## config.mk

```make
export PLATFORM = sky130hd
export DESIGN_NAME = c3f_queue
export DESIGN_NICKNAME = d
export VERILOG_FILES = /design/src/hw/rtl/c3f_pkg.sv /design/src/hw/rtl/c3f_queue.sv
export SDC_FILE = /design/constraint.sdc
export NUM_CORES = 1
export LEC_CHECK = 0
export BUFFER_PORTS_ARGS = -buffer_cell sky130_fd_sc_hd__buf_2
export CAP_MARGIN = 40
export CELL_PAD_IN_SITES_DETAIL_PLACEMENT = 2
export CELL_PAD_IN_SITES_GLOBAL_PLACEMENT = 2
export CORE_ASPECT_RATIO = 1.5
export CORE_MARGIN = 3
export CORE_UTILIZATION = 32
export DETAILED_ROUTE_END_ITERATION = 12
export PLACE_DENSITY_LB_ADDON = 0.1
export SLEW_MARGIN = 30
export SYNTH_ARGS = -nofsm -noshare
export SYNTH_HDL_FRONTEND = slang
export SYNTH_SLANG_ARGS = --single-unit
```

## constraint.sdc

```tcl
create_clock -name i_clk -period 3.7 [get_ports i_clk]
set_input_delay 0.74 -clock i_clk [delete_from_list [all_inputs] [get_ports i_clk]]
set_output_delay 0.74 -clock i_clk [all_outputs]
set_load 0.02 [all_outputs]
```

## src/hw/rtl/c3f_pkg.sv

```systemverilog
// Shared types, constants and helpers of the 3x3 convolution filter.
package c3f_pkg;

    // Configuration port geometry
    localparam int CfgIdxW  = 3;
    localparam int CfgDataW = 24;

    // Register indexes of the configuration port
    typedef enum logic [CfgIdxW-1:0] {
        CFG_COEF_TOP  = 3'd0,
        CFG_COEF_MID  = 3'd1,
        CFG_COEF_BOT  = 3'd2,
        CFG_WIDTH     = 3'd3,
        CFG_HEIGHT    = 3'd4,
        CFG_GAIN      = 3'd5
    } t_cfg_idx;

    // Register reset values
    localparam logic [23:0] CoefTopRst = 24'hFFFFFF;
    localparam logic [23:0] CoefMidRst = 24'hFEFFFF;
    localparam logic [23:0] CoefBotRst = 24'hFFFFFF;
    localparam logic [15:0] WidthRst   = 16'd32768;
    localparam logic [15:0] HeightRst  = 16'd32768;
    localparam logic [23:0] GainRst    = 24'd68182;

    // Result format
    localparam int OutW     = 24;
    localparam int OutMax   = 8388607;
    localparam int OutMin   = -8388608;
    localparam int FracDrop = 16;
    localparam int RoundBias = 32768;

    // Queue between the front and the back
    localparam int QueueDepth = 4;
    localparam int QPtrW      = 2;
    localparam int QCntW      = 3;

    // Window taps, row-major: top left .. bottom right
    localparam int WinTaps = 9;

    // Kernel rows, left coefficient in the low byte
    typedef struct packed {
        logic [23:0] bot;
        logic [23:0] mid;
        logic [23:0] top;
    } t_coef_set;

    // Frame geometry as written
    typedef struct packed {
        logic [15:0] height;
        logic [15:0] width;
    } t_geom;

    // Pick the signed coefficient of one column from a kernel row
    function automatic logic signed [7:0] coef_at(input logic [23:0] row, input int col);
        coef_at = $signed(row[8*col +: 8]);
    endfunction

endpackage

```

## src/hw/rtl/c3f_queue.sv

```systemverilog
// Short FIFO that decouples the window front from the arithmetic back.
module c3f_queue import c3f_pkg::*; #(
    parameter int WIDTH = 109
) (
    input  logic             i_clk,
    input  logic             i_rst_n,
    input  logic             i_push,
    input  logic [WIDTH-1:0] i_push_data,
    output logic [QCntW-1:0] o_count,
    output logic             o_pop_valid,
    input  logic             i_pop,
    output logic [WIDTH-1:0] o_pop_data
);

    logic [WIDTH-1:0] r_buf [QueueDepth];
    logic [QPtrW-1:0] r_wr_ptr, n_wr_ptr;
    logic [QPtrW-1:0] r_rd_ptr, n_rd_ptr;
    logic [QCntW-1:0] r_count, n_count;

    // Advance pointers and fill level
    always_comb begin
        n_wr_ptr = i_push ? r_wr_ptr + QPtrW'(1) : r_wr_ptr;
        n_rd_ptr = i_pop ? r_rd_ptr + QPtrW'(1) : r_rd_ptr;
        n_count  = r_count + QCntW'(i_push) - QCntW'(i_pop);
    end

    always_ff @(posedge i_clk) begin
        if (!i_rst_n) begin
            r_wr_ptr <= '0;
            r_rd_ptr <= '0;
            r_count  <= '0;
        end else begin
            r_wr_ptr <= n_wr_ptr;
            r_rd_ptr <= n_rd_ptr;
            r_count  <= n_count;
        end
    end

    // Store entries
    always_ff @(posedge i_clk) begin
        if (i_push) begin
            r_buf[r_wr_ptr] <= i_push_data;
        end
    end

    assign o_count     = r_count;
    assign o_pop_valid = (r_count != '0);
    assign o_pop_data  = r_buf[r_rd_ptr];

    a_no_overflow: assert property (@(posedge i_clk) disable iff (!i_rst_n)
        !(i_push && !i_pop && r_count == QCntW'(QueueDepth)))
        else $error("queue overflow");

    a_no_underflow: assert property (@(posedge i_clk) disable iff (!i_rst_n)
        !(i_pop && r_count == '0))
        else $error("queue underflow");

    a_ptr_count: assert property (@(posedge i_clk) disable iff (!i_rst_n)
        (r_wr_ptr - r_rd_ptr) == r_count[QPtrW-1:0])
        else $error("queue pointers disagree with fill level");

endmodule

```

==> After elaboration in Yosys (flattened, before gate mapping) <==
Memory sizes are Yosys's and may differ from the RTL's. A register that Yosys moved wholly into a read port is not among the register bits.
Index checks and enable logic that the tools add are counted.
{ "word_totals": {"reg_bits": 7, "ramBits": 436, "in_bits": 113, "out_inout_bits": 113, "word_cells": 13, "mem_count": 1} }
{ "classes": {"add_sub_neg": 4, "mux": 4, "n_reduce_logical": 1} }
{ "memory_table": {"columns": ["name", "depth", "width", "read_ports", "rd_clocked_by_memory_dff", "wr", "line", "text"], "rows": [
  ["r_buf", 4, 109, 1, 1, 1, "c3f_queue.sv:15", "logic [WIDTH-1:0] r_buf [QueueDepth];"]
]} }
{ "ops": {"columns": ["op", "count"], "rows": [
  ["$add 2x1->2 const B", 2],
  ["$mux 2", 2],
  ["$add 3x1->3", 1],
  ["$reduce_bool 3->1", 1],
  ["$sub 3x1->3", 1],
  ["$mux 1", 2]
]} }

==> Logic depth before layout (Yosys ltp) <==
Gate-level depths: netlist (run 1).
{ "logic_depth": {"word_depth": 3, "mapped_depth": 7, "ltp_nobuf": 7} }

==> Least setup slack after synthesis (run 1) <==
Ideal clock, no wire load.
{ "synth_path": {"path_type": "in2reg", "startpoint": "in i_push", "endpoint": "mem r_buf[0][0] (enable)", "setup_time_ns": 0.480, "arrival_time_ns": 3.249, "required_ns": 3.220, "setup_slack_ns": -0.030, "stages": 1, "n_path_buf": 0, "cell_sequence": "and2_1"} }
{ "synth_between": {"elab_chain_len": 2} }
{ "synth_rtl": {"columns": ["item", "line", "text"], "rows": [
  ["start: declaration", "c3f_queue.sv:7", "input logic i_push,"],
  ["$mux 1", "c3f_queue.sv:41", "if (i_push) begin"],
  ["$mux 1 (implied by the code)", "c3f_queue.sv:42", "r_buf[r_wr_ptr] <= i_push_data;"],
  ["end: declaration", "c3f_queue.sv:15", null]
]} }
Every way passes these cells.

==> metrics.md, run 1 <==
| Metric | Value |
|---|---|
| TritonCTS clock tree | `yes` |
| Number of enable-type register cells in the synthesized netlist | `436` |
| Worst path max stage delay | `between 0.7 and 0.8 ns` |
| Number of nets still failing antenna checks after routing | `0` |
| Number of hold violations in the final report | `0` |
| Initial core utilization | `0.3245` |
| Clock-pin slew reported for the worst setup and hold paths after clock tree synthesis | `0.06 ns` |
| Filler Cell Count | `4705` |
| Crit path DAT | `between 2 and 2.5 ns` |
| Router iterations before antenna repair | `5` |
| Root buf cell | `sky130_fd_sc_hd__clkbuf_16` |
| Synthesized area per cell | `around 26 um2` |
| Final Wtd Congestion | `between 0.6 and 0.7` |
| Vert. Die Dim | `between 200 and 300 um` |
| Logic gate share of total power | `0.109` |
| Fraction of layout instances using a drive strength above 1 | `0.4474` |
| Slowest cell on the critical path | `sky130_fd_sc_hd__dfxtp_4` |
| Max Cap Violations | `0` |
| Reg2reg start | `r_wr_ptr[0]$_SDFFE_PN0P_` |
| Total GRT Usage | `0.1403` |
| Total of warnings raised by yosys | `0` |
| Final count of negative-setup-slack endpoints | `0` |
| Distinct cell type count after synthesis | `19` |
| Setup Crit Path Kind | `register to output pin` |
| Run status | `complete, no violations` |
| Total number of nets in the final design | `989` |
| Layout Skew | `around 0.0096 ns` |
| Net switching power | `2.604 mW` |
| Worst slew slack as a fraction of its limit | `0.5308` |
| Sequential Power Share | `0.519` |
| Average routed wire per standard cell | `roughly 24 um` |
| Routed vias | `approximately 7300` |
| Top post-synthesis cells by area | `sky130_fd_sc_hd__edfxtp_1 (81%), sky130_fd_sc_hd__mux4_2 (15%), sky130_fd_sc_hd__dfxtp_1 (1.1%), sky130_fd_sc_hd__ha_1 (0.47%), sky130_fd_sc_hd__buf_2 (0.37%)` |
| Maximum frequency from static timing analysis | `327.7 MHz` |
| Number of synthesized register bits | `approximately 450` |
| DPL Wire Length | `between 20 and 25 mm` |
| Portion of synthesized cell area occupied by the leading cell type | `0.8124` |
| Area of the core | `about 0.050 mm2` |
| Final min period | `3.052 ns` |
| Combined area of all synthesized cells | `0.01612 mm2` |
| Flip-flop cell with the highest count after synthesis | `sky130_fd_sc_hd__edfxtp_1` |
| Beginning of the worst hold path | `i_push_data[90]` |
| Kind of path behind the tightest hold check | `input port to register` |
| Type of origin of the critical path | `register` |
| Number of pins exceeding their max-slew limit in the final report | `0` |
| Static power due to leakage | `6.432 nW` |
| Maximum number of pins on one net before global-route repair | `98` |
| Largest vdd supply drop | `0.3497 mV` |
| Clock net sink count | `~450` |
| Worst Tran Pin Value | `just over 0.7 ns` |
| Count of port buffers added during placement | `~230` |
| Fin util | `0.3920` |
| Relative area change from synthesis to final layout | `20.83%` |
| Post-layout instance area | `between 0.015 and 0.02 mm2` |
| Wire length of the first global-routing pass | `around 56 mm` |
| Via density | `~4.7` |
| CTS max path bufs | `3` |
| Cell count after placement | `1485` |
| Aggregate global routing overflow | `0` |
| Via count of the first global-routing pass | `about 8700` |
| Post-route DRC violation count | `0` |
| Most common cell in the synthesized netlist | `sky130_fd_sc_hd__edfxtp_1` |
| Number of instances in the synthesized netlist | `roughly 610` |
| Fraction of power spent switching nets | `0.2304` |
| CP endpoint kind | `output pin` |
| Count of standard-cell rows | `100` |
| Cells along the critical path | `buf_12 -> mux4_2 -> buf_2` |
| Placed instance area | `around 0.018 mm2` |
| Clock latency of the later-clocked register in the worst-skew pair | `0.53 ns` |
| Power per cell area | `approximately 580 mW/mm2` |
| Commonest cells in the synthesized netlist | `sky130_fd_sc_hd__edfxtp_1 (436), sky130_fd_sc_hd__mux4_2 (109), sky130_fd_sc_hd__buf_2 (12)` |
| RSZ-0062 raised after global routing | `no` |
| Setup repair bufs after CTS | `0` |
| Antenna violations before repair | `4` |
| Area of the die | `approximately 0.053 mm2` |
| Number of buffers and inverters on the critical path | `2` |
| Final Routed Wirelength | `about 37 mm` |
| Fraction of synthesis flops using an asynchronous set or reset pin | `0` |
| Cell internal power dissipation | `slightly below 9 mW` |
| Number of buffers inserted for hold repair after clock tree synthesis | `0` |
| Number of levels in the clock H-tree | `2` |
| DRC marker count from the first detailed-route iteration | `between 400 and 500` |
| Post-CTS sizing | `0` |
| Top-level I/O count | `between 200 and 250` |
| Required time of the critical path | `around 3.0 ns` |
| Width of the chip | `~190 um` |
| Post-Synthesis Net Count | `~730` |
| CP Max Fanout | `61` |
| Library cell with the largest summed area after synthesis | `sky130_fd_sc_hd__edfxtp_1` |
| Period utilization | `0.8248` |
| Kind of cell with the highest combined delay on the critical path | `flip-flops` |
| Final standard cell count with taps included and fillers excluded | `~1600` |
| Post-synthesis sequential area ratio | `0.8235` |
| Clock power frac | `0.372` |
| Inserted Clock Buffers | `45` |
| Final total negative setup slack | `0 ns` |
-- stage by stage --
step                setup slack (ns)  hold WS (ns)  total power, mW
floorplan                      1.173        0.4993            6.724
global placement               1.134        0.4990            7.202
detailed placement             1.115        0.5571            7.255
CTS                           0.5258        0.3850            11.53
global route                  0.5075        0.3916            11.81
finish                        0.6484        0.4227            11.30
-- cell families (layout without fill, tap and decap cells) --
logic type                 after synthesis  after routing  share of synthesized area
buffers and inverters                   31            323                   0.009782
DFF                                    445            445                     0.8235
AOI/OAI and AO/OA                        2              2                  0.0009313
other                                    0              4                          0
muxes                                  110            110                     0.1529
adders and majority gates                7              7                   0.005900
xor gates and xnor gates                 3              3                   0.002562
and+or+nand+nor                         13             13                   0.004348
-- state kept, by name, summed over array words and instances (netlist names), named ones only --
| name | count |
|---|---|
| o_count | 3 |
| r_wr_ptr | 2 |
| r_buf | 436 |
| r_rd_ptr | 2 |
-- layout by cell type (no fill, tap or decap), drive strengths merged --
master	Yosys	routed
xnor2	2	2
a21oi	1	1
clkinv	0	17
ha	6	6
nor2	5	5
dfxtp	9	9
xor3	1	1
and2	6	6
bufinv	0	2
fa	1	1
nand3b	1	1
clkbuf	9	62
a21bo	1	1
diode	0	4
mux2i	1	1
edfxtp	436	436
inv	7	7
or3	1	1
buf	15	235
mux4	109	109
-- routing by layer --
metal | vias to the layer above | global-route usage | wire, um
met5 | - | 0 | 0
met4 | 0 | 0.03699 | 825
met3 | 55 | 0.03307 | 1921
met2 | 183 | 0.2637 | 20430
met1 | 3907 | 0.1597 | 13970
li1 | 3156 | - | -
-- cell type report --
class                   instances  area (um2)  share of cell area
diodes                          4       10.01           0.0005140
clock buffers                  62        1210             0.06213
clock inverters                19       132.6            0.006811
inverters                       7       26.28            0.001349
multi-input cells             135        2696              0.1385
flip-flops and latches        445       13280              0.6820
well taps                     663       829.5             0.04260
repair buffers                235        1289             0.06618
-- final timing paths --
check / end / slack, ns / cells after the start
min: r_buf[3][90]$_DFFE_PP_ / 0.42 / 1
min reg2reg: register / 0.56 / 2
max: o_pop_data[32] / 0.65 / 3
max reg2reg: r_buf[0][19]$_DFFE_PP_ / 1.67 / 4
-- power groups by stage --
stage	clock network, mW	registers, mW	logic, mW
after detailed placement	0	5.98	1.27
final	4.20	5.87	1.23
after global placement	0	5.96	1.25
after floorplan	0	5.96	0.765
after global routing	4.59	5.89	1.33
after CTS	4.38	5.87	1.28
No activity file was read; power rests on OpenSTA's default activity.
==> inputs of run 2 (changes only) <==
clock period = 2.5 ns   (was 3.7 ns; I/O delays follow)
==> metrics.md, run 2 (synthesis gave the netlist of run 1 again) <==
| Metric | Value |
|---|---|
| Final standard cell count with taps included and fillers excluded | `~1600` |
| Placed instance area | `about 0.018 mm2` |
| Maximum frequency from static timing analysis | `a little under 400 MHz` |
| Final count of negative-setup-slack endpoints | `37` |
| Post-route DRC violation count | `0` |
| Wire length of the first global-routing pass | `around 60 mm` |
| Crit path DAT | `2.03 ns` |
| Clock power frac | `0.365` |
| Top-level I/O count | `approximately 230` |
| Layout Skew | `~0.010 ns` |
| Number of hold violations in the final report | `0` |
| Total GRT Usage | `0.1485` |
| Max FFs per register | `roughly 440` |
| Power per cell area | `840.4 mW/mm2` |
| Worst slew slack as a fraction of its limit | `0.6274` |
| Total number of nets in the final design | `just over 1000` |
| Reg2reg start | `o_count[0]$_SDFF_PN0_` |
| Count of port buffers added during placement | `around 230` |
| Cell count after placement | `~1500` |
| Sequential Power Share | `0.499` |
| Run status | `finished with violations` |
| CTS max path bufs | `3` |
| Count of standard-cell rows | `100` |
| Area of the core | `0.04967 mm2` |
| DPL Wire Length | `21.97 mm` |
| Number of levels in the clock H-tree | `2` |
| Average routed wire per standard cell | `roughly 25 um` |
| Fin util | `0.4166` |
| DRC marker count from the first detailed-route iteration | `265` |
| Filler Cell Count | `between 4000 and 5000` |
| Final Routed Wirelength | `39.21 mm` |
| Final min period | `2.533 ns` |
| Net switching power | `4.018 mW` |
| Inserted Clock Buffers | `46` |
| Cell internal power dissipation | `13.37 mW` |
| Final total negative setup slack | `-0.4895 ns` |
| Beginning of the worst hold path | `i_push_data[88]` |
| Post-layout instance area | `around 0.021 mm2` |
| Largest vdd supply drop | `between 0.5 and 0.6 mV` |
| PnR Total Power | `17.39 mW` |
| Max Cap Violations | `0` |
| Clock net sink count | `between 400 and 500` |
| Violations in the final reports | `setup timing` |
| TritonCTS clock tree | `yes` |
| Setup slack at placement | `~0.40 ns` |
| Type of origin of the critical path | `register` |
| Kind of path behind the tightest hold check | `input port to register` |
| Fraction of power spent switching nets | `0.2310` |
| Static power due to leakage | `roughly 7 nW` |
| Root buf cell | `sky130_fd_sc_hd__clkbuf_16` |
| Period utilization | `1.013` |
| Width of the chip | `roughly 190 um` |
| Number of buffers inserted for hold repair after clock tree synthesis | `0` |
| Number of pins exceeding their max-slew limit in the final report | `0` |
| Logic gate share of total power | `0.136` |
| End point of the worst hold path | `r_buf[3][88]$_DFFE_PP_` |
| CP endpoint kind | `output pin` |
| Worst Reg-to-Reg Cells | `7` |
| Highest-count cells in the layout ignoring fill and taps | `sky130_fd_sc_hd__edfxtp_1 (436), sky130_fd_sc_hd__buf_2 (142), sky130_fd_sc_hd__mux4_2 (109)` |
| Via density | `around 4.6` |
| Register ranked first by flip-flop count | `r_buf` |
| Leading cell type in the layout, fill and taps excluded | `sky130_fd_sc_hd__edfxtp_1` |
| Fraction of layout instances using a drive strength above 1 | `0.4693` |
| Relative area change from synthesis to final layout | `28.41%` |
| Area of the die | `0.05315 mm2` |
| Antenna violations before repair | `1` |
| Worst hold margin | `0.1737 ns` |
| Routed vias | `~7400` |
| Number of nets still failing antenna checks after routing | `0` |
| Via count of the first global-routing pass | `about 9000` |
| Worst Tran Pin Value | `0.5589 ns` |
| Worst reg2reg path endpoint | `o_count[2]$_SDFF_PN0_` |
| CP Max Fanout | `6` |
| Maximum number of pins on one net before global-route repair | `slightly below 70` |
| Final worst setup slack | `-0.03257 ns` |
| Final Wtd Congestion | `roughly 0.67` |
| Router iterations before antenna repair | `5` |
| Setup Crit Path Kind | `register to output pin` |
| Worst R2R Setup Slack | `approximately 0.8 ns` |
| Initial core utilization | `0.3245` |
| Clock latency of the later-clocked register in the worst-skew pair | `about 0.54 ns` |
| Required time of the critical path | `roughly 2.0 ns` |
| Aggregate global routing overflow | `0` |
| Worst hold path cell count | `1` |
| Vert. Die Dim | `around 280 um` |
| Clock-pin slew reported for the worst setup and hold paths after clock tree synthesis | `approximately 0.060 ns` |
| RSZ-0062 raised after global routing | `yes` |
==> run 2: changes by cell type in the layout (fill, tap and decap cells not counted), sizes merged <==
cell	change
buf	+23
clkinv	+4
clkbuf	-2
diode	-2
bufinv	-1
clkinvlp	+1
inv	+1
==> run 2: worst max-delay path by stage <==
stage                              from               endpoint  cells after the start
6_report                       register         o_pop_data[69]                      5
2_1_floorplan  r_wr_ptr[0]$_SDFFE_PN0P_  r_buf[2][0]$_DFFE_PP_                      3
3_3_place_gp                   register         o_pop_data[67]                      3
4_1_cts                        register         o_pop_data[98]                      4
5_1_grt                        register         o_pop_data[94]                      4
3_5_place_dp                   register         o_pop_data[97]                      3
==> run 2: routing by layer <==
metal  wire [um]  up-vias  track usage
li1            -     3218            -
met1       15130     3942       0.1748
met2       21490      184       0.2752
met3        1916       45      0.03294
met4         670        0      0.03661
met5           0        -            0
==> run 2: cell type report <==
class | instances | area [um2] | area share
clock buffer | 58 | 1260 | 0.06088
tap | 663 | 829.5 | 0.04008
clock inverter | 24 | 137.6 | 0.006651
sequential | 445 | 13280 | 0.6417
antenna | 2 | 5.005 | 0.0002418
multi-input combinational | 135 | 2696 | 0.1303
timing repair buffer | 260 | 2460 | 0.1189
inverter | 7 | 26.28 | 0.001270
==> run 2: repair_timing <==
action	4_1_cts	5_1_grt
cloned	12	2
setup endpoints to repair	109	107
gates resized for setup	118	63
setup buffers	7	0
==> run 2: critical path, stage by stage, from the launching register on <==
cell and delay (ns):
sky130_fd_sc_hd__dfxtp_4 0.37, sky130_fd_sc_hd__buf_12 0.12, sky130_fd_sc_hd__buf_12 0.14, sky130_fd_sc_hd__buf_16 0.14
sky130_fd_sc_hd__mux4_2 0.55, sky130_fd_sc_hd__buf_6 0.16
==> run 2: power groups by stage <==
stage	logic (mW)	registers [mW]	clock network, mW
after global placement	1.87	8.81	0
after global routing	2.54	8.70	6.89
final	2.37	8.67	6.34
after CTS	2.33	8.68	6.62
after floorplan	1.13	8.82	0
after detailed placement	1.91	8.84	0
